===== config.mk =====
export PLATFORM = sky130hd
export DESIGN_NAME = adc_channel_scan_averager
export DESIGN_NICKNAME = d
export VERILOG_FILES = /design/src/rtl/asa_pkg.sv /design/src/rtl/asa_ram.sv /design/src/rtl/asa_scan_ctrl.sv /design/src/rtl/asa_update.sv /design/src/rtl/adc_channel_scan_averager.sv
export SDC_FILE = /design/constraint.sdc
export NUM_CORES = 1
export LEC_CHECK = 0
export ABC_AREA = 1
export ABC_CLOCK_PERIOD_IN_PS = 5100
export CORE_MARGIN = 1
export CORE_UTILIZATION = 45
export CTS_CLUSTER_SIZE = 12
export DETAILED_ROUTE_END_ITERATION = 10
export DONT_BUFFER_PORTS = 1
export REMOVE_ABC_BUFFERS = 1
export SLEW_MARGIN = 20
export SYNTH_ARGS = -nofsm -noshare
export SYNTH_HDL_FRONTEND = slang
export SYNTH_SLANG_ARGS = --single-unit

===== constraint.sdc =====
create_clock -name clock -period 5.1 [get_ports clock]
set_input_delay 0.255 -clock clock [delete_from_list [all_inputs] [get_ports clock]]
set_output_delay 0.255 -clock clock [all_outputs]
set_load 0.03 [all_outputs]

===== src/rtl/asa_pkg.sv =====
// Package for the ADC channel scan averager.
// Shared types and constants; no dependencies.
package asa_pkg;

   // Widths fixed by the item and register formats
   localparam int unsigned SAMPLE_W  = 10;
   localparam int unsigned AVG_W     = 10;
   localparam int unsigned SUM_W     = 16;
   localparam int unsigned PTR_W     = 3;
   localparam int unsigned RIDX_W    = 4;
   localparam int unsigned ADC_SEL_W = 4;
   localparam int unsigned CSR_IDX_W = 2;
   localparam int unsigned CSR_DAT_W = 32;

   // Register indexes on the CSR port
   localparam logic [CSR_IDX_W-1:0] CSR_ENABLE_MASK   = 2'd0;
   localparam logic [CSR_IDX_W-1:0] CSR_CHANNEL_MAP   = 2'd1;
   localparam logic [CSR_IDX_W-1:0] CSR_START_CHANNEL = 2'd2;

   // Register reset values
   localparam logic [7:0]         ENABLE_MASK_RST   = 8'hFF;
   localparam logic [31:0]        CHANNEL_MAP_RST   = 32'h7654_3210;
   localparam logic [PTR_W-1:0]   START_CHANNEL_RST = 3'd5;

   // Item modes
   localparam logic MODE_SCAN = 1'b0;
   localparam logic MODE_READ = 1'b1;

   // Scan phases
   typedef enum logic [1:0] {
      PH_INIT   = 2'd0,
      PH_CONFIG = 2'd1,
      PH_SETTLE = 2'd2,
      PH_READ   = 2'd3
   } phase_type;

   // Item issued from the scan control into the update pipeline
   typedef struct packed {
      logic                  visit;      // read phase on an enabled, in-range channel
      logic [PTR_W-1:0]      chan;       // logical channel being visited
      logic [SAMPLE_W-1:0]   sample;
      logic                  rd_ok;      // read mode with an in-range index
      logic [PTR_W-1:0]      rd_chan;    // channel whose average is read
      phase_type             phase;      // phase after the item
      logic [ADC_SEL_W-1:0]  adc_select; // physical channel after the item
   } issue_type;

endpackage


===== src/rtl/asa_ram.sv =====
// Generic single-write, single-read synchronous RAM with registered read data.
// No dependencies.
module asa_ram #(
   parameter int unsigned WIDTH = 8,
   parameter int unsigned DEPTH = 8
) (
   input  logic                                    clock,
   input  logic                                    wr_en,
   input  logic [(DEPTH > 1 ? $clog2(DEPTH) : 1)-1:0] wr_addr,
   input  logic [WIDTH-1:0]                        wr_data,
   input  logic                                    rd_en,
   input  logic [(DEPTH > 1 ? $clog2(DEPTH) : 1)-1:0] rd_addr,
   output logic [WIDTH-1:0]                        rd_data
);

   logic [WIDTH-1:0] mem_ff [DEPTH];
   logic [WIDTH-1:0] rd_data_ff;

   always_ff @(posedge clock) begin
      if (wr_en) begin
         mem_ff[wr_addr] <= wr_data;
      end
      if (rd_en) begin
         rd_data_ff <= mem_ff[rd_addr];
      end
   end

   assign rd_data = rd_data_ff;

endmodule


===== src/rtl/asa_scan_ctrl.sv =====
// Scan control: CSR registers, phase machine and scan pointer.
// Builds the issue record for each accepted item. Depends on asa_pkg.
module asa_scan_ctrl #(
   parameter int unsigned NUM_CHANNELS = 8
) (
   input  logic                               clock,
   input  logic                               reset,
   input  logic                               csr_write_enable,
   input  logic [asa_pkg::CSR_IDX_W-1:0]      csr_index,
   input  logic [asa_pkg::CSR_DAT_W-1:0]      csr_write_data,
   input  logic                               req_valid,
   input  logic                               req_ready,
   input  logic                               req_mode,
   input  logic [asa_pkg::SAMPLE_W-1:0]       req_sample,
   input  logic [asa_pkg::RIDX_W-1:0]         req_read_index,
   output asa_pkg::issue_type                 issue
);
   import asa_pkg::*;

   localparam logic [PTR_W:0]  NUM_P = (PTR_W + 1)'(NUM_CHANNELS);
   localparam logic [RIDX_W:0] NUM_R = (RIDX_W + 1)'(NUM_CHANNELS);

   logic [7:0]        enable_mask_ff;
   logic [31:0]       channel_map_ff;
   phase_type         phase_ff, phase_in;
   logic [PTR_W-1:0]  ptr_ff, ptr_in;
   logic              accept;
   logic              scan;
   logic              in_range;
   logic [PTR_W:0]    ptr_inc;

   assign accept = req_valid & req_ready;
   assign scan   = (req_mode == MODE_SCAN);

   // CSR registers
   always_ff @(posedge clock) begin
      if (reset) begin
         enable_mask_ff <= ENABLE_MASK_RST;
         channel_map_ff <= CHANNEL_MAP_RST;
      end else if (csr_write_enable) begin
         if (csr_index == CSR_ENABLE_MASK) begin
            enable_mask_ff <= csr_write_data[7:0];
         end
         if (csr_index == CSR_CHANNEL_MAP) begin
            channel_map_ff <= csr_write_data[31:0];
         end
      end
   end

   // Phase and pointer registers; a start channel write reloads the pointer
   always_ff @(posedge clock) begin
      if (reset) begin
         phase_ff <= PH_INIT;
         ptr_ff   <= START_CHANNEL_RST;
      end else if (csr_write_enable && csr_index == CSR_START_CHANNEL) begin
         ptr_ff <= csr_write_data[PTR_W-1:0];
      end else if (accept && scan) begin
         phase_ff <= phase_in;
         ptr_ff   <= ptr_in;
      end
   end

   // Next phase and pointer
   assign ptr_inc = {1'b0, ptr_ff} + (PTR_W + 1)'(1);

   always_comb begin
      phase_in = phase_ff;
      ptr_in   = ptr_ff;
      unique case (phase_ff)
         PH_INIT:   phase_in = PH_CONFIG;
         PH_CONFIG: phase_in = PH_SETTLE;
         PH_SETTLE: phase_in = PH_READ;
         PH_READ: begin
            phase_in = PH_CONFIG;
            ptr_in   = (ptr_inc >= NUM_P) ? '0 : ptr_inc[PTR_W-1:0];
         end
         default:   phase_in = PH_INIT;
      endcase
   end

   // Issue record
   assign in_range = ({1'b0, ptr_ff} < NUM_P);

   always_comb begin
      issue.visit      = scan && (phase_ff == PH_READ) && in_range && enable_mask_ff[ptr_ff];
      issue.chan       = ptr_ff;
      issue.sample     = req_sample;
      issue.rd_ok      = !scan && ({1'b0, req_read_index} < NUM_R);
      issue.rd_chan    = req_read_index[PTR_W-1:0];
      issue.phase      = scan ? phase_in : phase_ff;
      issue.adc_select = scan ? channel_map_ff[{ptr_in, 2'b00} +: ADC_SEL_W]
                              : channel_map_ff[{ptr_ff, 2'b00} +: ADC_SEL_W];
   end

endmodule


===== src/rtl/asa_update.sv =====
// Update pipeline: accumulator and average memories, read-modify-write with
// forwarding, and the result register. Depends on asa_pkg and asa_ram.
module asa_update #(
   parameter int unsigned NUM_CHANNELS = 8,
   parameter int unsigned SAMPLES      = 16
) (
   input  logic                              clock,
   input  logic                              reset,
   input  logic                              in_valid,
   output logic                              in_ready,
   input  asa_pkg::issue_type                issue,
   output logic                              rsp_valid,
   input  logic                              rsp_ready,
   output logic [1:0]                        rsp_phase,
   output logic [asa_pkg::ADC_SEL_W-1:0]     rsp_adc_select,
   output logic                              rsp_sample_taken,
   output logic                              rsp_avg_updated,
   output logic [asa_pkg::PTR_W-1:0]         rsp_avg_channel,
   output logic [asa_pkg::AVG_W-1:0]         rsp_avg_value,
   output logic [asa_pkg::AVG_W-1:0]         rsp_read_value
);
   import asa_pkg::*;

   localparam int unsigned AW       = (NUM_CHANNELS > 1) ? $clog2(NUM_CHANNELS) : 1;
   localparam int unsigned CW       = $clog2(SAMPLES + 1);
   localparam int unsigned ACC_W    = SUM_W + CW;
   // Reciprocal for exact floor(sum / SAMPLES) over the full sum range
   localparam int unsigned SAMP_LOG = $clog2(SAMPLES);
   localparam int unsigned SH       = SUM_W + SAMP_LOG;
   localparam int unsigned RW       = SUM_W + 2;
   localparam longint unsigned RECIP_L = ((64'd1 << SH) + SAMPLES - 1) / SAMPLES;
   localparam logic [RW-1:0] RECIP  = RECIP_L[RW-1:0];
   localparam logic [CW-1:0] SAMP_C = CW'(SAMPLES);

   logic                 accept, s1_move;
   logic                 s1_valid_ff;
   issue_type            s1_item_ff;
   logic                 s1_acc_vld_ff, s1_avg_vld_ff;
   logic [NUM_CHANNELS-1:0] acc_valid_ff, avg_valid_ff;
   logic [AW-1:0]        acc_rd_addr, avg_rd_addr, s1_acc_addr, s1_avg_addr;
   logic [ACC_W-1:0]     acc_rd_data, avg_unused_pad;
   logic [AVG_W-1:0]     avg_rd_data;
   // Forwarding of the most recent write to each memory
   logic                 acc_fwd_vld_ff, avg_fwd_vld_ff;
   logic [AW-1:0]        acc_fwd_addr_ff, avg_fwd_addr_ff;
   logic [ACC_W-1:0]     acc_fwd_data_ff;
   logic [AVG_W-1:0]     avg_fwd_data_ff;
   // Stage 1 datapath
   logic [ACC_W-1:0]     acc_cur;
   logic [SUM_W-1:0]     sum_cur;
   logic [CW-1:0]        cnt_cur;
   logic [SUM_W:0]       sum_add;
   logic [SUM_W+RW-1:0]  prod;
   logic [AVG_W-1:0]     quot;
   logic                 take, update;
   logic [ACC_W-1:0]     acc_wr_data;
   logic [AVG_W-1:0]     avg_read;
   // Result register
   logic                 rsp_valid_ff;
   phase_type            rsp_phase_ff;
   logic [ADC_SEL_W-1:0] rsp_adc_select_ff;
   logic                 rsp_sample_taken_ff, rsp_avg_updated_ff;
   logic [PTR_W-1:0]     rsp_avg_channel_ff;
   logic [AVG_W-1:0]     rsp_avg_value_ff, rsp_read_value_ff;

   // Handshake: stage 1 drains into the result register when it is free
   assign s1_move  = s1_valid_ff && (!rsp_valid_ff || rsp_ready);
   assign in_ready = !s1_valid_ff || s1_move;
   assign accept   = in_valid && in_ready;

   // Read addresses stay at zero unless the item really uses the entry
   assign acc_rd_addr = issue.visit ? issue.chan[AW-1:0] : '0;
   assign avg_rd_addr = issue.rd_ok ? issue.rd_chan[AW-1:0] : '0;
   assign s1_acc_addr = s1_item_ff.chan[AW-1:0];
   assign s1_avg_addr = s1_item_ff.rd_chan[AW-1:0];

   asa_ram #(.WIDTH(ACC_W), .DEPTH(NUM_CHANNELS)) u_acc_ram (
      .clock   (clock),
      .wr_en   (s1_move && s1_item_ff.visit),
      .wr_addr (s1_acc_addr),
      .wr_data (acc_wr_data),
      .rd_en   (accept),
      .rd_addr (acc_rd_addr),
      .rd_data (acc_rd_data)
   );

   asa_ram #(.WIDTH(AVG_W), .DEPTH(NUM_CHANNELS)) u_avg_ram (
      .clock   (clock),
      .wr_en   (s1_move && update),
      .wr_addr (s1_acc_addr),
      .wr_data (quot),
      .rd_en   (accept),
      .rd_addr (avg_rd_addr),
      .rd_data (avg_rd_data)
   );

   assign avg_unused_pad = '0;

   // Stage 1 register and valid-bit lookup, taken together with the memory read
   always_ff @(posedge clock) begin
      if (reset) begin
         s1_valid_ff <= 1'b0;
      end else if (accept) begin
         s1_valid_ff <= 1'b1;
      end else if (s1_move) begin
         s1_valid_ff <= 1'b0;
      end
   end

   always_ff @(posedge clock) begin
      if (accept) begin
         s1_item_ff    <= issue;
         s1_acc_vld_ff <= acc_valid_ff[acc_rd_addr];
         s1_avg_vld_ff <= avg_valid_ff[avg_rd_addr];
      end
   end

   // Valid bits and forwarding registers; entries never written read as zero
   always_ff @(posedge clock) begin
      if (reset) begin
         acc_valid_ff   <= '0;
         avg_valid_ff   <= '0;
         acc_fwd_vld_ff <= 1'b0;
         avg_fwd_vld_ff <= 1'b0;
      end else begin
         if (s1_move && s1_item_ff.visit) begin
            acc_valid_ff[s1_acc_addr] <= 1'b1;
            acc_fwd_vld_ff            <= 1'b1;
         end
         if (s1_move && update) begin
            avg_valid_ff[s1_acc_addr] <= 1'b1;
            avg_fwd_vld_ff            <= 1'b1;
         end
      end
   end

   always_ff @(posedge clock) begin
      if (s1_move && s1_item_ff.visit) begin
         acc_fwd_addr_ff <= s1_acc_addr;
         acc_fwd_data_ff <= acc_wr_data;
      end
      if (s1_move && update) begin
         avg_fwd_addr_ff <= s1_acc_addr;
         avg_fwd_data_ff <= quot;
      end
   end

   // Current accumulator entry: forwarded write, stored value or zero
   always_comb begin
      if (acc_fwd_vld_ff && acc_fwd_addr_ff == s1_acc_addr) begin
         acc_cur = acc_fwd_data_ff;
      end else if (s1_acc_vld_ff) begin
         acc_cur = acc_rd_data;
      end else begin
         acc_cur = avg_unused_pad;
      end
   end

   assign sum_cur = acc_cur[ACC_W-1 -: SUM_W];
   assign cnt_cur = acc_cur[CW-1:0];

   // Accumulate while below SAMPLES, otherwise close out the average
   assign take    = s1_item_ff.visit && (cnt_cur < SAMP_C);
   assign update  = s1_item_ff.visit && !(cnt_cur < SAMP_C);
   assign sum_add = {1'b0, sum_cur} + (SUM_W + 1)'(s1_item_ff.sample);
   assign prod    = (SUM_W + RW)'(sum_cur) * (SUM_W + RW)'(RECIP);
   assign quot    = prod[SH +: AVG_W];

   assign acc_wr_data = take ? {sum_add[SUM_W-1:0], cnt_cur + CW'(1)} : '0;

   // Stored average for a read item
   always_comb begin
      if (!s1_item_ff.rd_ok) begin
         avg_read = '0;
      end else if (avg_fwd_vld_ff && avg_fwd_addr_ff == s1_avg_addr) begin
         avg_read = avg_fwd_data_ff;
      end else if (s1_avg_vld_ff) begin
         avg_read = avg_rd_data;
      end else begin
         avg_read = '0;
      end
   end

   // Result register
   always_ff @(posedge clock) begin
      if (reset) begin
         rsp_valid_ff <= 1'b0;
      end else if (s1_move) begin
         rsp_valid_ff <= 1'b1;
      end else if (rsp_ready) begin
         rsp_valid_ff <= 1'b0;
      end
   end

   always_ff @(posedge clock) begin
      if (s1_move) begin
         rsp_phase_ff        <= s1_item_ff.phase;
         rsp_adc_select_ff   <= s1_item_ff.adc_select;
         rsp_sample_taken_ff <= take;
         rsp_avg_updated_ff  <= update;
         rsp_avg_channel_ff  <= update ? s1_item_ff.chan : '0;
         rsp_avg_value_ff    <= update ? quot : '0;
         rsp_read_value_ff   <= avg_read;
      end
   end

   assign rsp_valid        = rsp_valid_ff;
   assign rsp_phase        = rsp_phase_ff;
   assign rsp_adc_select   = rsp_adc_select_ff;
   assign rsp_sample_taken = rsp_sample_taken_ff;
   assign rsp_avg_updated  = rsp_avg_updated_ff;
   assign rsp_avg_channel  = rsp_avg_channel_ff;
   assign rsp_avg_value    = rsp_avg_value_ff;
   assign rsp_read_value   = rsp_read_value_ff;

endmodule


===== src/rtl/adc_channel_scan_averager.sv =====
// Top level of the ADC channel scan averager.
// Depends on asa_pkg, asa_scan_ctrl, asa_update (which uses asa_ram).

// Round-robin ADC scanner with a boxcar average per logical channel. Each
// scan item steps the phase machine (init, then configure, settle, read);
// on a read phase the enabled channel under the scan pointer accumulates the
// sample until SAMPLES are held, and its next visit stores sum / SAMPLES as
// the channel average. Read items return a stored average. Every item gives
// exactly one result. The block takes one item per clock while rsp_ready does
// not hold it back. A result is registered in stage 1 and then in the result
// register. Stalls on rsp_ready propagate back to req_ready in the same cycle.
// The rate is set by the accumulator memory's read-modify-write, which runs
// one entry per cycle unless stalled, the latest write forwarded to a read
// of the same entry. Stored state is cleared at reset through per-entry
// valid bits, so no clearing pass is needed. CSR writes must only be issued
// while the block is idle; writing start_channel also reloads the pointer.
module adc_channel_scan_averager #(
   parameter int unsigned NUM_CHANNELS = 8,
   parameter int unsigned SAMPLES      = 16
) (
   input  logic                              clock,
   input  logic                              reset,
   input  logic                              csr_write_enable,
   input  logic [asa_pkg::CSR_IDX_W-1:0]     csr_index,
   input  logic [asa_pkg::CSR_DAT_W-1:0]     csr_write_data,
   input  logic                              req_valid,
   output logic                              req_ready,
   input  logic                              req_mode,
   input  logic [asa_pkg::SAMPLE_W-1:0]      req_sample,
   input  logic [asa_pkg::RIDX_W-1:0]        req_read_index,
   output logic                              rsp_valid,
   input  logic                              rsp_ready,
   output logic [1:0]                        rsp_phase,
   output logic [asa_pkg::ADC_SEL_W-1:0]     rsp_adc_select,
   output logic                              rsp_sample_taken,
   output logic                              rsp_avg_updated,
   output logic [asa_pkg::PTR_W-1:0]         rsp_avg_channel,
   output logic [asa_pkg::AVG_W-1:0]         rsp_avg_value,
   output logic [asa_pkg::AVG_W-1:0]         rsp_read_value
);
   import asa_pkg::*;

   issue_type issue;

   asa_scan_ctrl #(.NUM_CHANNELS(NUM_CHANNELS)) u_scan_ctrl (
      .clock            (clock),
      .reset            (reset),
      .csr_write_enable (csr_write_enable),
      .csr_index        (csr_index),
      .csr_write_data   (csr_write_data),
      .req_valid        (req_valid),
      .req_ready        (req_ready),
      .req_mode         (req_mode),
      .req_sample       (req_sample),
      .req_read_index   (req_read_index),
      .issue            (issue)
   );

   asa_update #(.NUM_CHANNELS(NUM_CHANNELS), .SAMPLES(SAMPLES)) u_update (
      .clock            (clock),
      .reset            (reset),
      .in_valid         (req_valid),
      .in_ready         (req_ready),
      .issue            (issue),
      .rsp_valid        (rsp_valid),
      .rsp_ready        (rsp_ready),
      .rsp_phase        (rsp_phase),
      .rsp_adc_select   (rsp_adc_select),
      .rsp_sample_taken (rsp_sample_taken),
      .rsp_avg_updated  (rsp_avg_updated),
      .rsp_avg_channel  (rsp_avg_channel),
      .rsp_avg_value    (rsp_avg_value),
      .rsp_read_value   (rsp_read_value)
   );

endmodule


==> Word-level counts from Yosys, hierarchy flattened <==
Memory sizes are Yosys's and may differ from the RTL's. A register that Yosys moved wholly into a read port is not among the register bits.
Cells that the tools add are included.
{ "totals": {"regBits": 159, "mem_bits_rw": 248, "inputBits": 54, "output_inout_bits": 33, "elab_cells": 115, "mem_count": 2} }
{ "memory_table": {"columns": ["memory", "depth", "word_bits", "rd", "rd_ports_with_merged_regs", "write_ports", "line", "source"], "rows": [
  ["u_update.u_acc_ram.mem_ff", 8, 21, 1, 1, 1, "asa_ram.sv:16", "logic [WIDTH-1:0] mem_ff [DEPTH];"],
  ["u_update.u_avg_ram.mem_ff", 8, 10, 1, 1, 1, "asa_ram.sv:16", null]
]} }
{ "op_classes": {"add_sub_neg": 3, "magnitude_cmp": 8, "eq_ne": 7, "shifts": 2, "n_mux": 30, "n_bitwise": 5, "n_reduce_logical": 28} }
{ "ops": {"columns": ["cell", "n"], "rows": [
  ["variable part select 32 x 6 -> 4 bit", 2],
  ["2-to-1 mux 21 bit", 3],
  ["2-to-1 mux 10 bit", 2],
  ["2-to-1 mux 3 bit", 6],
  ["adder 16 x 10 -> 16 bit", 1],
  ["< comparator 3 x 4 -> 1 bit, second input constant", 4],
  ["bitwise OR 8 bit", 2],
  ["logical AND 1 bit", 14],
  ["2-to-1 mux 1 bit", 12],
  ["binary-select mux 1 bit (select 3 bit)", 3],
  ["== test 2 bit, second input constant", 3],
  ["== test 3 bit", 2],
  ["case mux 2 bit (3 select lines)", 1],
  ["AND reduction 2 bit", 3],
  ["nonzero test 2 bit", 3],
  ["adder 5 x 1 -> 5 bit, second input constant", 1],
  ["< comparator 5 bit, second input constant", 1],
  ["adder 3 x 1 -> 4 bit, second input constant", 1],
  ["== test 2 x 1 -> 1 bit, second input constant", 2],
  ["greater-or-equal comparator 4 bit, second input constant", 1],
  ["logical NOT 2 bit", 2],
  ["< comparator 4 bit, second input constant", 1],
  ["2-to-1 mux 4 bit", 1],
  ["demux 1 bit (select 3 bit)", 1],
  ["7 further kinds", 11]
]} }

==> Longest topological paths before layout <==
Gate-level depths: netlist of run 1.
{ "depth": {"depth_word": 9, "ltp_mapped": 22, "mapped_depth_nobuf": 20} }

==> Cells and area by module <==
From an unflattened synthesis of run 1, not the netlist that was laid out.
{ "hier_totals": {"hier_cells": 2007, "area_unflattened_um2": 19635.1} }
{ "by_module_without_submodules": {"columns": ["module", "instances", "cells_each", "area_each_um2"], "rows": [
  ["asa_ram (u_update.u_acc_ram)", 1, 765, 7996.4],
  ["asa_update", 1, 522, 5290.1],
  ["asa_ram (u_update.u_avg_ram)", 1, 374, 3913.8],
  ["asa_scan_ctrl", 1, 346, 2434.8]
]} }

==> Worst setup path before layout of run 1 <==
OpenSTA, ideal clock, no wires.
{ "synth_path": {"path_kind": "reg2reg", "from": "reg u_update.rsp_valid_ff (netlist: u_update.rsp_valid)", "to": "mem u_update.u_avg_ram.mem_ff[3][0] (netlist bit), enable pin", "t_arrival_ps": 3972, "required_time_ps": 4765, "setup_slack_ps": 793, "path_stages_with_launch": 8, "period_less_slack_ps": 4307, "cell_sequence": "dfxtp_1 -> nand2_1 -> nand2_1 -> nor2_1 -> inv_1 -> nor3_1 -> nand2_1 -> inv_1"} }
{ "synth_between": {"elab_chain_len": 6} }
{ "synth_rtl": {"columns": ["item", "line", "source"], "rows": [
  ["start: declaration", "asa_update.sv:59", "logic rsp_valid_ff;"],
  ["start signal: assignment", "asa_update.sv:187", "rsp_valid_ff <= 1'b0;"],
  ["start signal: assignment", "asa_update.sv:189", "rsp_valid_ff <= 1'b1;"],
  ["start signal: assignment", "asa_update.sv:191", "rsp_valid_ff <= 1'b0;"],
  ["logical NOT 1 bit", "asa_update.sv:67", "assign s1_move = s1_valid_ff && (!rsp_valid_ff || rsp_ready);"],
  ["logical OR 1 bit", "asa_update.sv:67", null],
  ["logical AND 1 bit", "asa_update.sv:67", null],
  ["logical AND 1 bit", "asa_update.sv:89", ".wr_en (s1_move && update),"],
  ["2-to-1 mux 1 bit", "asa_ram.sv:20", "if (wr_en) begin"],
  ["2-to-1 mux 1 bit (not written as such)", "asa_ram.sv:21", "mem_ff[wr_addr] <= wr_data;"],
  ["end: declaration", "asa_ram.sv:16", null]
]} }
Every way passes these cells.

==> Worst setup path after layout of run 1 <==
{ "layout_path": {"from": "reg u_update.s1_item_ff (netlist bit u_update.s1_acc_addr[0])", "to": "mem u_update.u_acc_ram.mem_ff[6][17] (netlist bit), data pin"} }
{ "layout_between": {"elab_cells_between_ends": 7, "cone_classes": "1 x add/sub; 1 x order compare; 1 x eq/ne; 2 x mux; 2 x reduce/logical"} }
{ "layout_lines": {"columns": ["item", "line", "source"], "rows": [
  ["start: declaration", "asa_update.sv:37", "issue_type s1_item_ff;"],
  ["start signal: assignment", "asa_update.sv:112", "s1_item_ff <= issue;"],
  ["== test 3 bit", "asa_update.sv:150", "if (acc_fwd_vld_ff && acc_fwd_addr_ff == s1_acc_addr) begin"],
  ["logical AND 1 bit", "asa_update.sv:150", null],
  ["2-to-1 mux 21 bit", "asa_update.sv:150", null],
  ["net u_update.acc_cur[10]", "asa_update.sv:49", "logic [ACC_W-1:0] acc_cur;"],
  ["adder 16 x 10 -> 16 bit", "asa_update.sv:165", "assign sum_add = {1'b0, sum_cur} + (SUM_W + 1)'(s1_item_ff.sample);"],
  ["2-to-1 mux 21 bit", "asa_update.sv:169", "assign acc_wr_data = take ? {sum_add[SUM_W-1:0], cnt_cur + CW'(1)} : '0;"],
  ["net u_update.acc_wr_data[17]", "asa_update.sv:56", "logic [ACC_W-1:0] acc_wr_data;"],
  ["end: declaration", "asa_ram.sv:16", null]
]} }
The timed path passes the listed nets, and every way through them passes these cells.

==> impl_metrics.env, run 1 <==
export IMPL_hold_class="primary input to flip-flop"
export IMPL_min_period_ps=3950
export IMPL_rows=72
export IMPL_gp_congestion=0.862
export IMPL_vdd_drop_max_uv=311
export IMPL_dr_pass1_iters=5
export IMPL_rsz0062_at_grt="no"
export IMPL_drtIter0Drc=973
export IMPL_dp_hpwl_um=24800
export IMPL_power_density_nw_per_um2=357
export IMPL_wl_per_cell_um=18.9
export IMPL_grt_use_total=0.215
export IMPL_io_buffers=0
export IMPL_clkSinkCount=418
export IMPL_maxCapViolCount=0
export IMPL_outcome="finished clean"
export IMPL_yosysMostFrequentCell="edfxtp_1"
export IMPL_fp_dieW_um=202
export IMPL_clock_power_share=0.418
export IMPL_path_cells="inv_2, nand2_1, o21ai_1, nor2_4, nand2_4, o21ai_0, inv_1, ha_1, nand2_1, nor3_1, nand3_1, nand4_1, nand2_1, inv_1, nand2_1, a21oi_1"
export IMPL_coreArea_um2=39100
export IMPL_antenna_found_initial=0
export IMPL_seq_area_frac_synth=0.660
export IMPL_crit_slowest_cell="edfxtp_1"
export IMPL_viasPerCell=5.32
export IMPL_postSynth_asyncResetShare=0
export IMPL_clock_path_buffers=3
export IMPL_synth_area_leaders="edfxtp_1 59%, dfxtp_1 7.2%, nand2_1 7.1%"
export IMPL_die_y_um=202
export IMPL_synth_cell_types=41
export IMPL_power_frac_comb=0.056
export IMPL_grt_max_degree=57
export IMPL_required_ps=5370
export IMPL_grt_ovfl_total=0
export IMPL_fill_cells=3437
export IMPL_synth_xor_area_frac=0.00389
export IMPL_yosysTopAreaCell="edfxtp_1"
export IMPL_place_ws_ps=1240
export IMPL_die_area_um2=40900
export IMPL_seqCellArea_um2=11900
export IMPL_fin_setup_tns_ps=0
export IMPL_skew_ps=10.2
export IMPL_netlist_top_cells_count="353 x edfxtp_1, 339 x nand2_1, 247 x inv_1, 147 x nor2_1, 114 x nand3_1"
export IMPL_cts_made_buffers=44
export IMPL_yosys_area_share_adder=0.0122
export IMPL_pwr_share_seq=0.526
export IMPL_synthSimpleGateAreaFrac=0.180
export IMPL_synth_warnings=0
export IMPL_synth_top_family_by_area="simple AND/OR/NAND/NOR gates"
export IMPL_internal_power_mw=5.68
export IMPL_totalWireLength_um=43800
export IMPL_cts_clk_slew_worst_paths_ps=60
export IMPL_worst_slack_ps=1150
export IMPL_grt_pass1_wl_um=67400
export IMPL_use_met2=0.349
export IMPL_min_from="req_mode"
export IMPL_critPathMaxFanout=31
export IMPL_synth_top_area_frac=0.588
export IMPL_max_stage_delay_ps=520
export IMPL_use_met1=0.297
export IMPL_r2r_start="u_update.s1_acc_addr[0]"
export IMPL_synth_edf_count=353
export IMPL_htreeDepth=2
export IMPL_synth_area_um2=18000
export IMPL_crit_top_cell="nand2_1"
export IMPL_gr_max_usage_layer="met2"
export IMPL_root_buffer="clkbuf_16"
export IMPL_clock_latency_ps=550
export IMPL_start_kind="flip-flop"
export IMPL_endpoint_kind="flip-flop"
export IMPL_worst_pin_slew_ps=1090
export IMPL_finalSetupViolations=0
export IMPL_p_leak_nw=8.26
export IMPL_grt_use_met3=0.0381
export IMPL_crit_type="flip-flop to flip-flop"
export IMPL_swShare=0.222
export IMPL_io_pins=87
export IMPL_ys_ff_latch=418
export IMPL_synthCells=1724
export IMPL_hold_ws_ps=27.7
export IMPL_drc=0
export IMPL_finalHoldViolCount=0
export IMPL_period_share=0.775
export IMPL_ys_flop_type="edfxtp_1"
export IMPL_ant_nets=0
export IMPL_area_delta_synth_final_pct=13.4
export IMPL_start_util=0.461
export IMPL_cp_arrival_ps=4220
export IMPL_post_cts_buffers=0
export IMPL_path_delay_family="simple AND/OR/NAND/NOR gates"
export IMPL_max_slew_margin=0.269
export IMPL_syn_avg_cell_area_um2=10.5
export IMPL_diodes=0
export IMPL_fmax_mhz=253
export IMPL_power_switching_mw=1.62
export IMPL_cp_startpoint="u_update.s1_acc_addr[0]"
export IMPL_path_buf_inv=3
export IMPL_drive_gt1_frac=0.0807
export IMPL_synth_compound_area_frac=0.0689
export IMPL_synthMuxAreaShare=0
export IMPL_via_count=12300
export IMPL_layout_nets=1833
export IMPL_tritoncts="yes"
export IMPL_grt_pass1_vias=11900
export IMPL_drv_slew=0
export IMPL_multi_input_area_um2=4840
## power groups by stage
| stage | logic [mW] | registers [mW] | clock network (mW) |
|---|---|---|---|
| floorplan | 0.238 | 3.90 | 0 |
| global placement | 0.361 | 3.91 | 0 |
| detailed placement | 0.368 | 3.91 | 0 |
| CTS | 0.407 | 3.84 | 3.11 |
| global route | 0.455 | 3.84 | 3.23 |
| finish | 0.410 | 3.84 | 3.05 |
## per-layer routing
layer	routed length [µm]	vias to the layer above
met1	19500	5932
met5	0	-
met4	1020	0
met2	20700	380
li1	-	5923
met3	2670	76
## placed cells by master (no fill, tap or decap), drive strengths merged, types with 2 or more instances in the layout
master       count
buf             28
a21oi           50
clkinv          12
inv            256
nor3            11
nand2          343
a31oi           13
ha              16
nor2           153
nand4           81
dlygate4sd3     51
o21a             6
o211ai          56
nand3          117
xnor2            2
clkbuf          69
or2             20
xor2             6
edfxtp         353
dfxtp           65
o21ai           80
## layout make-up
cell class / instances / area share
Tap cell: 518 / 0.0317
Clock inverter: 12 / 0.00416
Timing Repair Buffer: 79 / 0.0352
Clock buffer: 69 / 0.0629
Multi-Input combinational cell: 962 / 0.237
Inverter: 257 / 0.0473
Sequential cell: 418 / 0.582
## cells by family after synthesis
family,count (synthesis)
simple gates,727
flops,418
buf+inv,344
compound gates,210
fa+ha+maj,17
xor+xnor,8
## state kept, by name, summed over array words and instances, names as in the netlist, 10 cells and up
| name | flops |
|---|---|
| u_update.u_avg_ram.mem_ff | 80 |
| u_update.u_acc_ram.mem_ff | 152 |
| u_update.acc_fwd_data_ff | 19 |
| u_update.rsp_read_value | 10 |
| u_update.u_avg_ram.rd_data | 10 |
| u_update.u_acc_ram.rd_data | 19 |
| u_update.rsp_avg_value | 10 |
| u_scan_ctrl.channel_map_ff | 32 |
| u_update.avg_fwd_data_ff | 10 |
| u_update.s1_item_ff | 18 |
## worst paths after layout
| check | end | slack, ps | cells after the start |
|---|---|---|---|
| setup / recovery | u_update.u_acc_ram.mem_ff[6][17] | 1150 | 16 |
| setup reg to reg | u_update.u_acc_ram.mem_ff[6][17] | 1150 | 16 |
| hold / removal | u_update.s1_item_ff[9] | 30 | 2 |
| hold reg to reg | u_update.rsp_phase[0] | 420 | 0 |
## repair_timing
action,4_1_cts,5_1_grt
hold buffers,51,0
resized for setup,0,0
hold endpoints to repair,78,0
## stage by stage
| stage | instance area, µm² | cells | total power, mW | utilization |
|---|---|---|---|---|
| after global placement | 18600 | 2183 | 4.27 | 0.475 |
| after detailed placement | 18600 | 2183 | 4.28 | 0.475 |
| after global routing | 20400 | 2315 | 7.53 | 0.523 |
| after floorplan | 17600 | 1637 | 4.14 | - |
| final | 20400 | 2315 | 7.30 | 0.523 |
| after CTS | 20400 | 2315 | 7.35 | 0.523 |
## worst reg2reg max path: cells and delay by family (launching register included)
family / cells / cell delay (ps)
simple gates: 9 / 1340
buf+inv: 3 / 490
fa+ha+maj: 1 / 410
compound gates: 3 / 930
flops: 1 / 520
No activity file was read; power rests on OpenSTA's default activity.
==> run 2: changes to the inputs <==
--- a/config.mk
+++ b/config.mk
@@ -5,8 +5,8 @@
 export SDC_FILE = /design/constraint.sdc
 export NUM_CORES = 1
 export LEC_CHECK = 0
-export ABC_AREA = 1
-export ABC_CLOCK_PERIOD_IN_PS = 5100
+export ABC_AREA = 0
+export ABC_CLOCK_PERIOD_IN_PS = 4050
 export CORE_MARGIN = 1
 export CORE_UTILIZATION = 45
 export CTS_CLUSTER_SIZE = 12
==> constraint.sdc (replaced) <==
create_clock -name clock -period 4.05 [get_ports clock]
set_input_delay 0.2025 -clock clock [delete_from_list [all_inputs] [get_ports clock]]
set_output_delay 0.2025 -clock clock [all_outputs]
set_load 0.03 [all_outputs]
==> run 2 against run 1 <==
  * Clock power is 24% higher
  * Clock skew grew 10 ps
  * Design area down 4.5%
  * Synthesized cell count fell by 27%
  * Clock-buffer cell count is 7 lower
  * Cell count is 21% lower
  * Register-to-register slack got worse by 750 ps
  * Sequential power increased by 25%
  * Die area shrank 6.4%
  * Critical path depth is 3 lower
  * Flip-flop and latch count unchanged
  * Critical path type unchanged
  * Largest cell class unchanged
  * Largest power group unchanged
  * Highest routed layer unchanged
==> impl_metrics.env, run 2 <==
export IMPL_drt_met1_wl_um=17200
export IMPL_post_cts_buffers=0
export IMPL_grt_ovfl_total=0
export IMPL_top_layer="met4"
export IMPL_worst_slack_ps=392
export IMPL_ys_ff_latch=418
export IMPL_grt_max_degree=66
export IMPL_drv_slew=0
export IMPL_yosysMostFrequentCell="edfxtp_1"
export IMPL_finalHoldViolCount=0
export IMPL_critPathMaxFanout=17
export IMPL_internal_power_mw=7.09
export IMPL_fin_util=0.531
export IMPL_io_buffers=0
export IMPL_max_slew_margin=0.334
export IMPL_synth_area_um2=16900
export IMPL_gp_congestion=0.814
export IMPL_start_kind="flip-flop"
export IMPL_drc=0
export IMPL_final_cell_mix="353 x edfxtp_1, 204 x nand2_1, 74 x nor2_1"
export IMPL_synth_warnings=0
export IMPL_swShare=0.210
export IMPL_diodes=0
export IMPL_die_y_um=196
export IMPL_cts_made_buffers=44
export IMPL_clock_power_share=0.422
export IMPL_skew_ps=20.6
export IMPL_crit_type="flip-flop to flip-flop"
export IMPL_io_pins=87
export IMPL_r2r_end="u_update.u_acc_ram.mem_ff[0][17]"
export IMPL_rows=70
export IMPL_min_period_ps=3660
export IMPL_holdPathEnd="u_scan_ctrl.enable_mask_ff[4]"
export IMPL_drtIter0Drc=679
export IMPL_pwr_share_seq=0.536
export IMPL_syn_avg_cell_area_um2=13.4
export IMPL_viasPerCell=5.59
export IMPL_synth_area_leaders="edfxtp_1 63%, dfxtp_1 7.7%, nand2_1 4.5%"
export IMPL_place_ws_ps=-21.4
export IMPL_dr_pass1_iters=5
export IMPL_whs_path_depth=3
export IMPL_rsz0062_at_grt="no"
export IMPL_top_register="u_update.u_acc_ram.mem_ff"
export IMPL_synth_top_area_frac=0.628
export IMPL_htreeDepth=2
export IMPL_via_count=10300
export IMPL_start_util=0.459
export IMPL_area_delta_synth_final_pct=15.7
export IMPL_synth_edf_count=353
export IMPL_maxCapViolCount=0
export IMPL_grt_pass1_wl_um=58900
export IMPL_r2r_start="u_update.s1_acc_addr[2]"
export IMPL_fp_dieW_um=196
export IMPL_postSynth_asyncResetShare=0
export IMPL_power_mw=8.98
export IMPL_fmax_mhz=273
export IMPL_hold_class="primary input to flip-flop"
export IMPL_seq_area_frac_synth=0.705
export IMPL_yosysTopAreaCell="edfxtp_1"
export IMPL_worst_pin_slew_ps=999
export IMPL_antenna_found_initial=0
export IMPL_cp_arrival_ps=3950
export IMPL_power_switching_mw=1.88
export IMPL_period_share=0.903
export IMPL_outcome="finished clean"
export IMPL_clkSinkCount=418
export IMPL_ff2ff_path_depth=13
export IMPL_netlist_top_cells_count="353 x edfxtp_1, 204 x nand2_1, 77 x nor2_1, 65 x dfxtp_1, 61 x nand3_1"
export IMPL_coreArea_um2=36800
export IMPL_ant_nets=0
export IMPL_clock_latency_ps=570
export IMPL_drive_gt1_frac=0.110
export IMPL_required_ps=4340
export IMPL_root_buffer="clkbuf_16"
export IMPL_totalWireLength_um=38400
export IMPL_grt_pass1_vias=10200
export IMPL_min_from="csr_index[1]"
export IMPL_synthCells=1257
export IMPL_clock_path_buffers=3
export IMPL_finalSetupViolations=0
export IMPL_vdd_drop_max_uv=271
export IMPL_place_inst=1695
export IMPL_power_frac_comb=0.042
export IMPL_mostFrequentLayoutCell="edfxtp_1"
export IMPL_synth_cell_types=53
export IMPL_p_leak_nw=6.83
export IMPL_layout_nets=1408
export IMPL_fill_cells=3068
export IMPL_instances_no_fill=1833
export IMPL_wl_met2_um=18500
export IMPL_power_density_nw_per_um2=460
export IMPL_ys_flop_type="edfxtp_1"
export IMPL_wl_per_cell_um=21.0
export IMPL_cts_clk_slew_worst_paths_ps=60
export IMPL_tritoncts="yes"
export IMPL_dr_wl_met3_um=1990
export IMPL_reg_top3="u_update.u_acc_ram.mem_ff (152), u_update.u_avg_ram.mem_ff (80), u_scan_ctrl.channel_map_ff (32)"
export IMPL_dp_hpwl_um=22300
export IMPL_r2r_slack_ps=390
export IMPL_largest_register_ffs=152
export IMPL_endpoint_kind="flip-flop"
export IMPL_grt_use_total=0.204
export IMPL_die_area_um2=38300
[run 2: worst max-delay path, cell delays in order (launching register included)]
cell and delay (ps):
edfxtp_1 400, xor2_1 340, or4_4 370, nand3_1 110, nand2_1 80, ha_1 180
inv_1 60, fa_1 400, nand2b_1 160, a21oi_1 200, a21oi_1 150, o21ai_1 340
a21oi_1 140, nor3b_2 460
[run 2: timing repair]
action | 4_1_cts | 5_1_grt
endpoints found under the setup margin | 9 | 18
pin swaps | 0 | 0
endpoints found under the hold margin | 92 | 0
resized for setup | 1 | 2
hold buffers | 63 | 0
[run 2: worst max path at each step]
stage / start / to / slack, ps
floorplan: u_update.s1_acc_addr[2] / u_update.acc_fwd_data_ff[17] / -700
global placement: u_update.s1_acc_addr[2] / u_update.u_acc_ram.mem_ff[3][17] / 80
detailed placement: u_update.s1_acc_addr[2] / u_update.u_acc_ram.mem_ff[6][17] / -20
CTS: u_update.s1_acc_addr[2] / u_update.u_acc_ram.mem_ff[5][17] / 200
global route: u_update.s1_acc_addr[2] / u_update.u_acc_ram.mem_ff[4][15] / 170
finish: u_update.s1_acc_addr[2] / u_update.u_acc_ram.mem_ff[0][17] / 390
[run 2: cell families (layout without fill, tap and decap cells)]
group           after synthesis  after routing  synth area share
compound gates              218            218            0.0865
xor+xnor                     19             19           0.00986
fa+ha+maj                    17             17            0.0131
buf+inv                      92            200            0.0229
flops                       418            418             0.705
mux                          55             55            0.0426
simple gates                438            438             0.120
[run 2: stage by stage]
stage | cell area, µm² | hold slack, ps | TNS, ps
floorplan | 16600 | 269 | -16820
global placement | 17500 | 277 | 0
detailed placement | 17500 | 279 | -191
CTS | 19500 | 5.54 | 0
global route | 19500 | 31.6 | 0
finish | 19500 | 24.4 | 0
[run 2: power groups by stage]
stage / Combinational [mW] / Sequential [mW] / Clock, mW
finish: 0.379 / 4.81 / 3.79
global route: 0.418 / 4.81 / 4.02
CTS: 0.378 / 4.81 / 3.87
detailed placement: 0.312 / 4.90 / 0
global placement: 0.306 / 4.90 / 0
floorplan: 0.211 / 4.88 / 0
[run 2: layout make-up]
cell class	instances	area (µm²)	area share
sequential	418	11900	0.610
multi-input combinational	747	4650	0.238
clock buffer	62	1220	0.0623
timing repair buffer	108	990	0.0507
tap	468	586	0.0300
clock inverter	12	110	0.00564
inverter	18	67.6	0.00346
[run 2: layer usage]
metal,vias up,GRT usage
met4,0,0.0598
met5,-,0
met1,5118,0.271
li1,4834,-
met2,253,0.342
met3,50,0.0396
